## config.mk

```make
export PLATFORM = sky130hd
export DESIGN_NAME = base36_encoder_unit
export DESIGN_NICKNAME = d
export VERILOG_FILES = /design/src/hdl/b36enc_pkg.sv /design/src/hdl/b36enc_ram.sv /design/src/hdl/b36enc_ctrl.sv /design/src/hdl/b36enc_dpath.sv /design/src/hdl/base36_encoder_unit.sv
export SDC_FILE = /design/constraint.sdc
export NUM_CORES = 1
export LEC_CHECK = 0
export ABC_AREA = 1
export BUFFER_PORTS_ARGS = -buffer_cell sky130_fd_sc_hd__buf_4
export CORE_MARGIN = 2
export CORE_UTILIZATION = 52
export CTS_CLUSTER_DIAMETER = 30
export DETAILED_ROUTE_END_ITERATION = 6
export PLACE_DENSITY_LB_ADDON = 0.12
export SETUP_SLACK_MARGIN = 0.3
export SKIP_CTS_REPAIR_TIMING = 1
export SYNTH_ARGS = -nofsm -noshare
export SYNTH_HDL_FRONTEND = slang
export SYNTH_HIERARCHICAL = 1
export SYNTH_SLANG_ARGS = --single-unit
```

## constraint.sdc

```tcl
create_clock -name i_clk -period 12.1 [get_ports i_clk]
set_input_delay 1.21 -clock i_clk [delete_from_list [all_inputs] [get_ports i_clk]]
set_output_delay 1.21 -clock i_clk [all_outputs]
set_load 0.01 [all_outputs]
```

## src/hdl/b36enc_pkg.sv

```systemverilog
// ----------------------------------------------------------------------------
// b36enc_pkg
// Shared constants, command/status types and helpers of the base-36 encoder.
// ----------------------------------------------------------------------------
package b36enc_pkg;

    localparam int VALUE_BYTES = 32;
    localparam int MAX_DIGITS  = 50;

    localparam int POS_W   = (VALUE_BYTES > 1) ? $clog2(VALUE_BYTES) : 1;
    localparam int DCNT_W  = $clog2(MAX_DIGITS + 1);
    localparam int DADDR_W = (MAX_DIGITS > 1) ? $clog2(MAX_DIGITS) : 1;

    localparam int BYTE_W  = 8;
    localparam int DIGIT_W = 6;
    localparam int CHAR_W  = 7;
    localparam int ACC_W   = DIGIT_W + BYTE_W;

    // q = (acc * DIV36_MUL) >> DIV36_SHIFT is exact for acc < 32768
    localparam int DIV36_MUL   = 29128;
    localparam int DIV36_SHIFT = 20;
    localparam int PROD_W      = 29;

    localparam logic [DIGIT_W-1:0] DEC_DIGITS       = 6'd10;
    localparam logic [CHAR_W-1:0]  CHAR_ZERO        = 7'd48;  // '0'
    localparam logic [CHAR_W-1:0]  CHAR_ALPHA_BASE  = 7'd87;  // 'a' - 10

    typedef enum logic [1:0] {
        ST_IDLE,
        ST_DIVIDE,
        ST_READ,
        ST_SEND
    } t_state;

    typedef struct packed {
        logic load;        // shift a new byte into the value store
        logic begin_conv;  // final byte taken: restart digit count
        logic div_step;    // one byte of the long division
        logic rd_en;       // read the next digit from the digit store
        logic send;        // present the digit read last cycle
    } t_cmd;

    typedef struct packed {
        logic pass_last;   // current division step ends a pass
        logic more;        // quotient of this pass is nonzero
        logic last_out;    // digit being sent is the final one
    } t_status;

    typedef struct packed {
        logic [BYTE_W-1:0]  quot;
        logic [DIGIT_W-1:0] rem;
    } t_div36;

    function automatic t_div36 div36(input logic [ACC_W-1:0] acc);
        logic [PROD_W-1:0] prod;
        logic [ACC_W-1:0]  q36;
        t_div36            res;
        prod     = PROD_W'(acc) * PROD_W'(DIV36_MUL);
        res.quot = prod[DIV36_SHIFT +: BYTE_W];
        q36      = ACC_W'({res.quot, 5'b0}) + ACC_W'({res.quot, 2'b0});
        res.rem  = DIGIT_W'(acc - q36);
        return res;
    endfunction

    function automatic logic [CHAR_W-1:0] digit_char(input logic [DIGIT_W-1:0] d);
        logic [CHAR_W-1:0] ch;
        if (d < DEC_DIGITS) begin
            ch = CHAR_ZERO + CHAR_W'(d);
        end else begin
            ch = CHAR_ALPHA_BASE + CHAR_W'(d);
        end
        return ch;
    endfunction

endpackage

```

## src/hdl/b36enc_ram.sv

```systemverilog
// ----------------------------------------------------------------------------
// b36enc_ram
// Generic single-write, single-read RAM with registered read data.
// ----------------------------------------------------------------------------
module b36enc_ram #(
    parameter int WIDTH = 8,
    parameter int DEPTH = 16,
    localparam int AW   = (DEPTH > 1) ? $clog2(DEPTH) : 1
) (
    input  logic             i_clk,
    input  logic             i_we,
    input  logic [AW-1:0]    i_waddr,
    input  logic [WIDTH-1:0] i_wdata,
    input  logic             i_re,
    input  logic [AW-1:0]    i_raddr,
    output logic [WIDTH-1:0] o_rdata
);

    logic [WIDTH-1:0] r_mem [DEPTH];
    logic [WIDTH-1:0] r_rdata;

    always_ff @(posedge i_clk) begin
        if (i_we) begin
            r_mem[i_waddr] <= i_wdata;
        end
        if (i_re) begin
            r_rdata <= r_mem[i_raddr];
        end
    end

    assign o_rdata = r_rdata;

endmodule

```

## src/hdl/b36enc_ctrl.sv

```systemverilog
// ----------------------------------------------------------------------------
// b36enc_ctrl
// Sequencer: byte loading, division passes and digit read-out.
// ----------------------------------------------------------------------------
module b36enc_ctrl import b36enc_pkg::*; (
    input  logic    i_clk,
    input  logic    i_rst_n,
    input  logic    i_start,
    input  logic    i_last_byte,
    input  t_status i_status,
    output logic    o_busy,
    output t_cmd    o_cmd
);

    t_state r_state;
    t_state n_state;

    always_ff @(posedge i_clk) begin
        if (!i_rst_n) begin
            r_state <= ST_IDLE;
        end else begin
            r_state <= n_state;
        end
    end

    always_comb begin
        n_state = r_state;
        o_cmd   = '0;
        o_busy  = 1'b1;
        case (r_state)
            ST_IDLE: begin
                o_busy = !i_rst_n;
                if (i_start && i_rst_n) begin
                    o_cmd.load = 1'b1;
                    if (i_last_byte) begin
                        o_cmd.begin_conv = 1'b1;
                        n_state          = ST_DIVIDE;
                    end
                end
            end
            ST_DIVIDE: begin
                o_cmd.div_step = 1'b1;
                if (i_status.pass_last && !i_status.more) begin
                    n_state = ST_READ;
                end
            end
            ST_READ: begin
                o_cmd.rd_en = 1'b1;
                n_state     = ST_SEND;
            end
            ST_SEND: begin
                o_cmd.send = 1'b1;
                n_state    = i_status.last_out ? ST_IDLE : ST_READ;
            end
            default: begin
                n_state = ST_IDLE;
            end
        endcase
    end

endmodule

```

## src/hdl/b36enc_dpath.sv

```systemverilog
// ----------------------------------------------------------------------------
// b36enc_dpath
// Value shift store, byte-serial divide-by-36 unit and digit store.
// ----------------------------------------------------------------------------
module b36enc_dpath import b36enc_pkg::*; (
    input  logic               i_clk,
    input  logic               i_rst_n,
    input  t_cmd               i_cmd,
    input  logic [BYTE_W-1:0]  i_value_byte,
    output t_status            o_status,
    output logic               o_digit_valid,
    output logic [CHAR_W-1:0]  o_digit_char,
    output logic               o_last_digit
);

    // bytes enter at the low-order end and move toward index 0 (most
    // significant); unfilled leading entries stay zero and do not change
    // the quotient or remainder
    logic [BYTE_W-1:0]  r_val [VALUE_BYTES];
    logic [DIGIT_W-1:0] r_rem;
    logic               r_nz;
    logic [POS_W-1:0]   r_pos;
    logic [DCNT_W-1:0]  r_dcnt;

    t_div36             n_div;
    logic               pass_last;
    logic               dig_we;
    logic [DCNT_W-1:0]  rd_idx;
    logic [DIGIT_W-1:0] rd_digit;

    assign n_div     = div36({r_rem, r_val[0]});
    assign pass_last = (r_pos == POS_W'(VALUE_BYTES - 1));
    assign dig_we    = i_cmd.div_step && pass_last && (r_dcnt < DCNT_W'(MAX_DIGITS));
    assign rd_idx    = r_dcnt - DCNT_W'(1);

    always_ff @(posedge i_clk) begin
        if (!i_rst_n) begin
            for (int i = 0; i < VALUE_BYTES; i++) begin
                r_val[i] <= '0;
            end
            r_rem  <= '0;
            r_nz   <= 1'b0;
            r_pos  <= '0;
            r_dcnt <= '0;
        end else begin
            if (i_cmd.load || i_cmd.div_step) begin
                for (int i = 0; i < VALUE_BYTES - 1; i++) begin
                    r_val[i] <= r_val[i+1];
                end
                r_val[VALUE_BYTES-1] <= i_cmd.load ? i_value_byte : n_div.quot;
            end
            if (i_cmd.begin_conv) begin
                r_rem  <= '0;
                r_nz   <= 1'b0;
                r_pos  <= '0;
                r_dcnt <= '0;
            end else if (i_cmd.div_step) begin
                if (pass_last) begin
                    r_rem <= '0;
                    r_nz  <= 1'b0;
                    r_pos <= '0;
                    if (dig_we) begin
                        r_dcnt <= r_dcnt + DCNT_W'(1);
                    end
                end else begin
                    r_rem <= n_div.rem;
                    r_nz  <= r_nz | (n_div.quot != '0);
                    r_pos <= r_pos + POS_W'(1);
                end
            end else if (i_cmd.send) begin
                r_dcnt <= r_dcnt - DCNT_W'(1);
            end
        end
    end

    // digits are written least significant first, read back in reverse
    b36enc_ram #(
        .WIDTH (DIGIT_W),
        .DEPTH (MAX_DIGITS)
    ) u_digit_ram (
        .i_clk   (i_clk),
        .i_we    (dig_we),
        .i_waddr (r_dcnt[DADDR_W-1:0]),
        .i_wdata (n_div.rem),
        .i_re    (i_cmd.rd_en),
        .i_raddr (rd_idx[DADDR_W-1:0]),
        .o_rdata (rd_digit)
    );

    assign o_status.pass_last = pass_last;
    assign o_status.more      = r_nz | (n_div.quot != '0);
    assign o_status.last_out  = (r_dcnt == DCNT_W'(1));

    assign o_digit_valid = i_cmd.send;
    assign o_digit_char  = digit_char(rd_digit);
    assign o_last_digit  = i_cmd.send && (r_dcnt == DCNT_W'(1));

endmodule

```

## src/hdl/base36_encoder_unit.sv

```systemverilog
// Operation: a non-final byte is shifted in and the unit stays idle, ready for the
//   next byte; after the final byte, conversion runs one division pass per digit
//   (up to 50 digits) in the byte-serial divide-by-36 unit, each pass stepping
//   through every value byte, then each digit is a RAM read and a beat; busy is high throughout.
// Results are one-cycle strobes; the receiver cannot stall.
// Reset: synchronous active low, clears the value store, counters and sequencer.
// ----------------------------------------------------------------------------
// base36_encoder_unit
// Big-endian byte stream to lower-case base-36 ASCII text, MSD first.
// ----------------------------------------------------------------------------
module base36_encoder_unit import b36enc_pkg::*; (
    input  logic              i_clk,
    input  logic              i_rst_n,
    input  logic              start,
    output logic              busy,
    input  logic [BYTE_W-1:0] i_value_byte,
    input  logic              i_last_byte,
    output logic              o_digit_valid,
    output logic [CHAR_W-1:0] o_digit_char,
    output logic              o_last_digit
);

    t_cmd    cmd;
    t_status status;

    b36enc_ctrl u_ctrl (
        .i_clk       (i_clk),
        .i_rst_n     (i_rst_n),
        .i_start     (start),
        .i_last_byte (i_last_byte),
        .i_status    (status),
        .o_busy      (busy),
        .o_cmd       (cmd)
    );

    b36enc_dpath u_dpath (
        .i_clk         (i_clk),
        .i_rst_n       (i_rst_n),
        .i_cmd         (cmd),
        .i_value_byte  (i_value_byte),
        .o_status      (status),
        .o_digit_valid (o_digit_valid),
        .o_digit_char  (o_digit_char),
        .o_last_digit  (o_last_digit)
    );

endmodule

```

* Word level (Yosys, flattened, before mapping) *
Memories as Yosys holds them, arrays and structs flattened. A register that Yosys moved wholly into a read port is not among the register bits.
Cells that the tools add are included.

storage, ports and cells
  bits in writable memories = 556
  memories = 2
  input bits = 12
  flip-flop bits (word level) = 20
  logic and storage cells = 134
  output and inout port bits = 10

operators by class
  multipliers = 1
  mux-type cells = 59
  equality and inequality tests = 10
  $lt $le $gt $ge = 2
  add/sub/neg operators = 7
  bitwise logic cells = 34
  reduce and logical (&&, ||, !) cells = 14

memories
  name                       depth  bits a word  rd ports  clocked after Yosys merged registers in  write ports  line                text
  u_dpath.u_digit_ram.r_mem  50     6            1         1                                        1            b36enc_ram.sv:19    logic [WIDTH-1:0] r_mem [DEPTH];
  u_dpath.r_val              32     8            32        0                                        32           b36enc_dpath.sv:19  logic [BYTE_W-1:0] r_val [VALUE_BYTES];

operator list
  kind                    count
  $mux 8                  33
  $or 1x1->1              33
  $mux 6                  5
  $mul 14x12->25 const B  1
  $mux 1                  12
  $mux 2                  6
  $pmux 2 s4              1
  $reduce_bool 8->1       1
  $add 6x6->7 const A     1
  $add 7x6->7 const A     1
  $mux 7                  1
  $add 6x1->6 const B     1
  $add 6x6->6             1
  $eq 6x1->1 const B      1
  $lt 6x4->1 const B      1
  $lt 6x6->1 const B      1
  $ne 2x2->1 const B      3
  $reduce_and 3->1        2
  $sub 6x1->6 const B     1
  $sub 6x6->6             1
  $add 5x1->5 const B     1
  $eq 5x5->1 const B      1
  $logic_and 1x1->1       5
  $mux 5                  1
  9 further kinds         12

* Logic depth before layout (Yosys ltp) *
  word-level depth = 8
  gate-level depth with buffers = 32
  gate-level depth less buffers = 32

* Hierarchy *
Netlist, hierarchy kept.

modules (own cells, without submodules)
  module        area each (um^2)  instances  cells an instance  seq. area each (um^2)
  b36enc_dpath  14015.9           1          1398               8047.7
  b36enc_ram    12639.6           1          1087               9188.8
  b36enc_ctrl   147.6             1          25                 40.0

* Least setup slack after synthesis *
Ideal clock, no wire load.

  kind = input to register
  start = in i_rst_n
  end = mem u_dpath.r_val[0][0] (enable)
  path slack = 2.003 ns
  buffers on the path = 1
  stages = 5
  library setup time = 2.599 ns
  data arrival time = 7.498 ns
  path through = nand2_1 -> nor2_1 -> inv_1 -> clkbuf_1 -> nand3_1

RTL lines
  what             line                       text
  start, declared  base36_encoder_unit.sv:13  input logic i_rst_n,
  end, declared    b36enc_dpath.sv:19

==> reports/summary.txt <==
status: finished, final reports clean
power per cell area: 307 nW/um^2
CP Capture Point: u_dpath/u_digit_ram/r_mem[39][5]
DRC viols: 0
core area: 51,100 um^2
DR iter-0 viols: 1,227
ranking of synthesized cells by area: edfxtp_1, nand2_1, inv_1
adder-cell share of the synthesized area: 6.85%
Yosys cell types: 41
skew final: 0.0216 ns
vias in the first global route: 17.1k
DIE AREA: 53,400 um^2
peak supply drop: 0.693 mV
Worst-Margin Slew: 1.11 ns
max-cap violations: 0
share of cells above drive strength 1: 9.68%
hold depth: 2
multiplexer area fraction after synthesis: 0%
leakage: 13.3 nW
Yosys top cell area share: 63.0%
Initial Util: 52.5%
Area growth syn-to-layout: 16.2%
final WL: 54,300 um
Seq/Total Area, Yosys: 64.5%
drt pass-1 iters: 5
post-route cell area: 31,200 um^2
Fin. Hold Viols: 0
Mapped Nets: 2,646
hold crit path type: flip-flop to flip-flop
first-pass GRT wire length: 88,500 um
GR Util All Layers: 21.0%
reg-to-reg critical path endpoint: u_dpath/u_digit_ram/r_mem[39][5]
HP Start: u_dpath/r_pos[4]
TritonCTS clock tree: built
most common cell after layout, fill and taps aside: edfxtp_1
Critical Path Most Common Cell: inv_1
simple-gate share of the synthesized area: 17.4%
Syn Area/Cell: 10.7 um^2
final net count: 2,703
Setup CP Type: flip-flop to flip-flop
RR Startpoint: u_dpath/r_val[0][3]
critical path startpoint: u_dpath/r_val[0][3]
Clock Path Buffers: 3
total CTS buffers: 115
final worst path period need: 6.71 ns
Slew Viols, Final: 0
RSZ-0062 raised after global routing: no
pin count of the biggest net entering global routing: 91
dpl hpwl: 33,300 um
final setup fails: 0
IO buf count: 21
fill count: 4,208
Die W: 231 um
critical path arrival: 7.01 ns
relative slew slack: 26.2%
TNS Setup: 0 ns
Placer Congestion: 0.866
Worst Path Max Fanout: 51
number of placement rows: 83
Ys Warns: 6
largest family of logic cells by synthesized area: simple AND/OR/NAND/NOR gates
Via density: 5.06
crit start category: flip-flop
placed cell count: 3,130
DP Area: 27,400 um^2
fmax: 149 MHz
Synth Area in XOR/XNOR: 0.556%
DR vias: 16.9k
die height: 231 um
DR WL/cell: 16.2 um
GRT overflow: 0
Reg clk slew, reported paths: 0.05 ns
worst path required time: 12.39 ns
worst reg-to-reg path cell count: 29
CP max stage cell: nand2_2
Mapped Cells: 2,510
Clk Latency, worst-skew pair: 0.64 ns
Tcrit/Tclk final: 55.5%
largest area contributor in the netlist: edfxtp_1
most frequent cells in the layout: edfxtp_1, nand2_1, inv_1
remaining antenna violation count: 0
initial antenna violation count: 0
compound-cell area share of the yosys netlist: 2.48%
Mapped Area: 26,800 um^2
max incr delay on CP: 0.70 ns
Clock Sinks: 582
Root Driver: clkbuf_16
Layout Cells excl Fill: 3,345
I/O pin cnt: 22
register bit total from synthesis: 582
Max H-tree Level: 3
crit end category: flip-flop
FF-to-FF setup slack: 5.39 ns
[layout make-up]
class	instances	area (um^2)	area share, %
antenna	1	2.50	0.00803
tap	680	851	2.73
sequential	582	17300	55.4
clock inverter	74	721	2.31
multi-input combinational	1391	7360	23.6
clock buffer	140	3000	9.64
timing repair buffer	39	293	0.940
inverter	438	1650	5.29
[kinds of logic (layout without fill, tap and decap cells)]
kind of cell / count (synthesis) / count (layout)
compound gates: 121 / 121
xor+xnor: 17 / 17
fa+ha+maj: 124 / 124
buf+inv: 537 / 691
flops: 582 / 582
other cells: 0 / 1
simple gates: 1129 / 1129
[critical path: cells and delay by family (launching register included)]
family	cells	cell delay (ns)
compound gates	1	0.16
xor+xnor	1	0.15
fa+ha+maj	8	3.33
buf+inv	9	0.55
flops	1	0.43
simple gates	10	1.71
[report_power, final]
part           switching [mW]  leakage (nW)  total (mW)  internal [mW]
combinational            2.24          5.84        2.84          0.608
clock                    1.00          1.78        2.97           1.97
sequential             0.0563          5.67        3.74           3.68
total                    3.30          13.3        9.56           6.26
[state kept, by name (all words and copies together) (netlist names)]
name / flops
u_dpath/r_rem: 6
u_dpath/u_digit_ram/r_mem: 300
u_dpath/r_pos: 5
u_dpath/r_nz: 1
u_dpath/u_digit_ram/o_rdata: 6
u_dpath/r_dcnt: 6
u_ctrl/r_state: 2
u_dpath/r_val: 256
[per-stage QoR]
| step | util, % | power (mW) | hold slack, ns | setup WS, ns |
|---|---|---|---|---|
| global placement | 53.7 | 6.61 | 0.454 | 5.48 |
| floorplan | - | 5.53 | 0.444 | 2.00 |
| finish | 61.0 | 9.56 | 0.468 | 5.39 |
| CTS | 61.0 | 9.68 | 0.467 | 5.36 |
| global route | 61.0 | 10.1 | 0.495 | 4.99 |
| detailed placement | 53.7 | 6.65 | 0.459 | 5.43 |
[per-layer routing]
metal	GRT usage, %	vias up	part of all wire (%)
li1	-	8296	-
met1	27.6	8028	44
met2	34.7	471	48
met3	4.24	114	5.5
met4	7.80	0	2.7
met5	0	-	0
[worst min-delay path by stage]
stage,end,slack [ns]
floorplan,u_dpath/r_pos[4],0.44
global placement,u_dpath/r_pos[4],0.45
detailed placement,u_dpath/r_pos[4],0.46
CTS,u_dpath/r_pos[4],0.47
global route,u_dpath/r_pos[4],0.49
finish,u_dpath/r_pos[4],0.47
[Yosys cell counts, drive strengths merged]
master,count
fa,38
edfxtp,562
or2,1
dfxtp,20
ha,86
o21a,2
nor3b,2
nand4,8
inv,435
a211oi,2
a221oi,1
o21bai,1
nand2,559
buf,60
o21ai,53
clkinv,3
nor2,313
clkbuf,39
o211ai,11
a31oi,2
nor4,1
a21oi,48
nand3b,3
xor2,12
a21o,1
and2,2
nand3,224
nor3,16
xnor2,5
No activity file was read; power rests on OpenSTA's default activity.
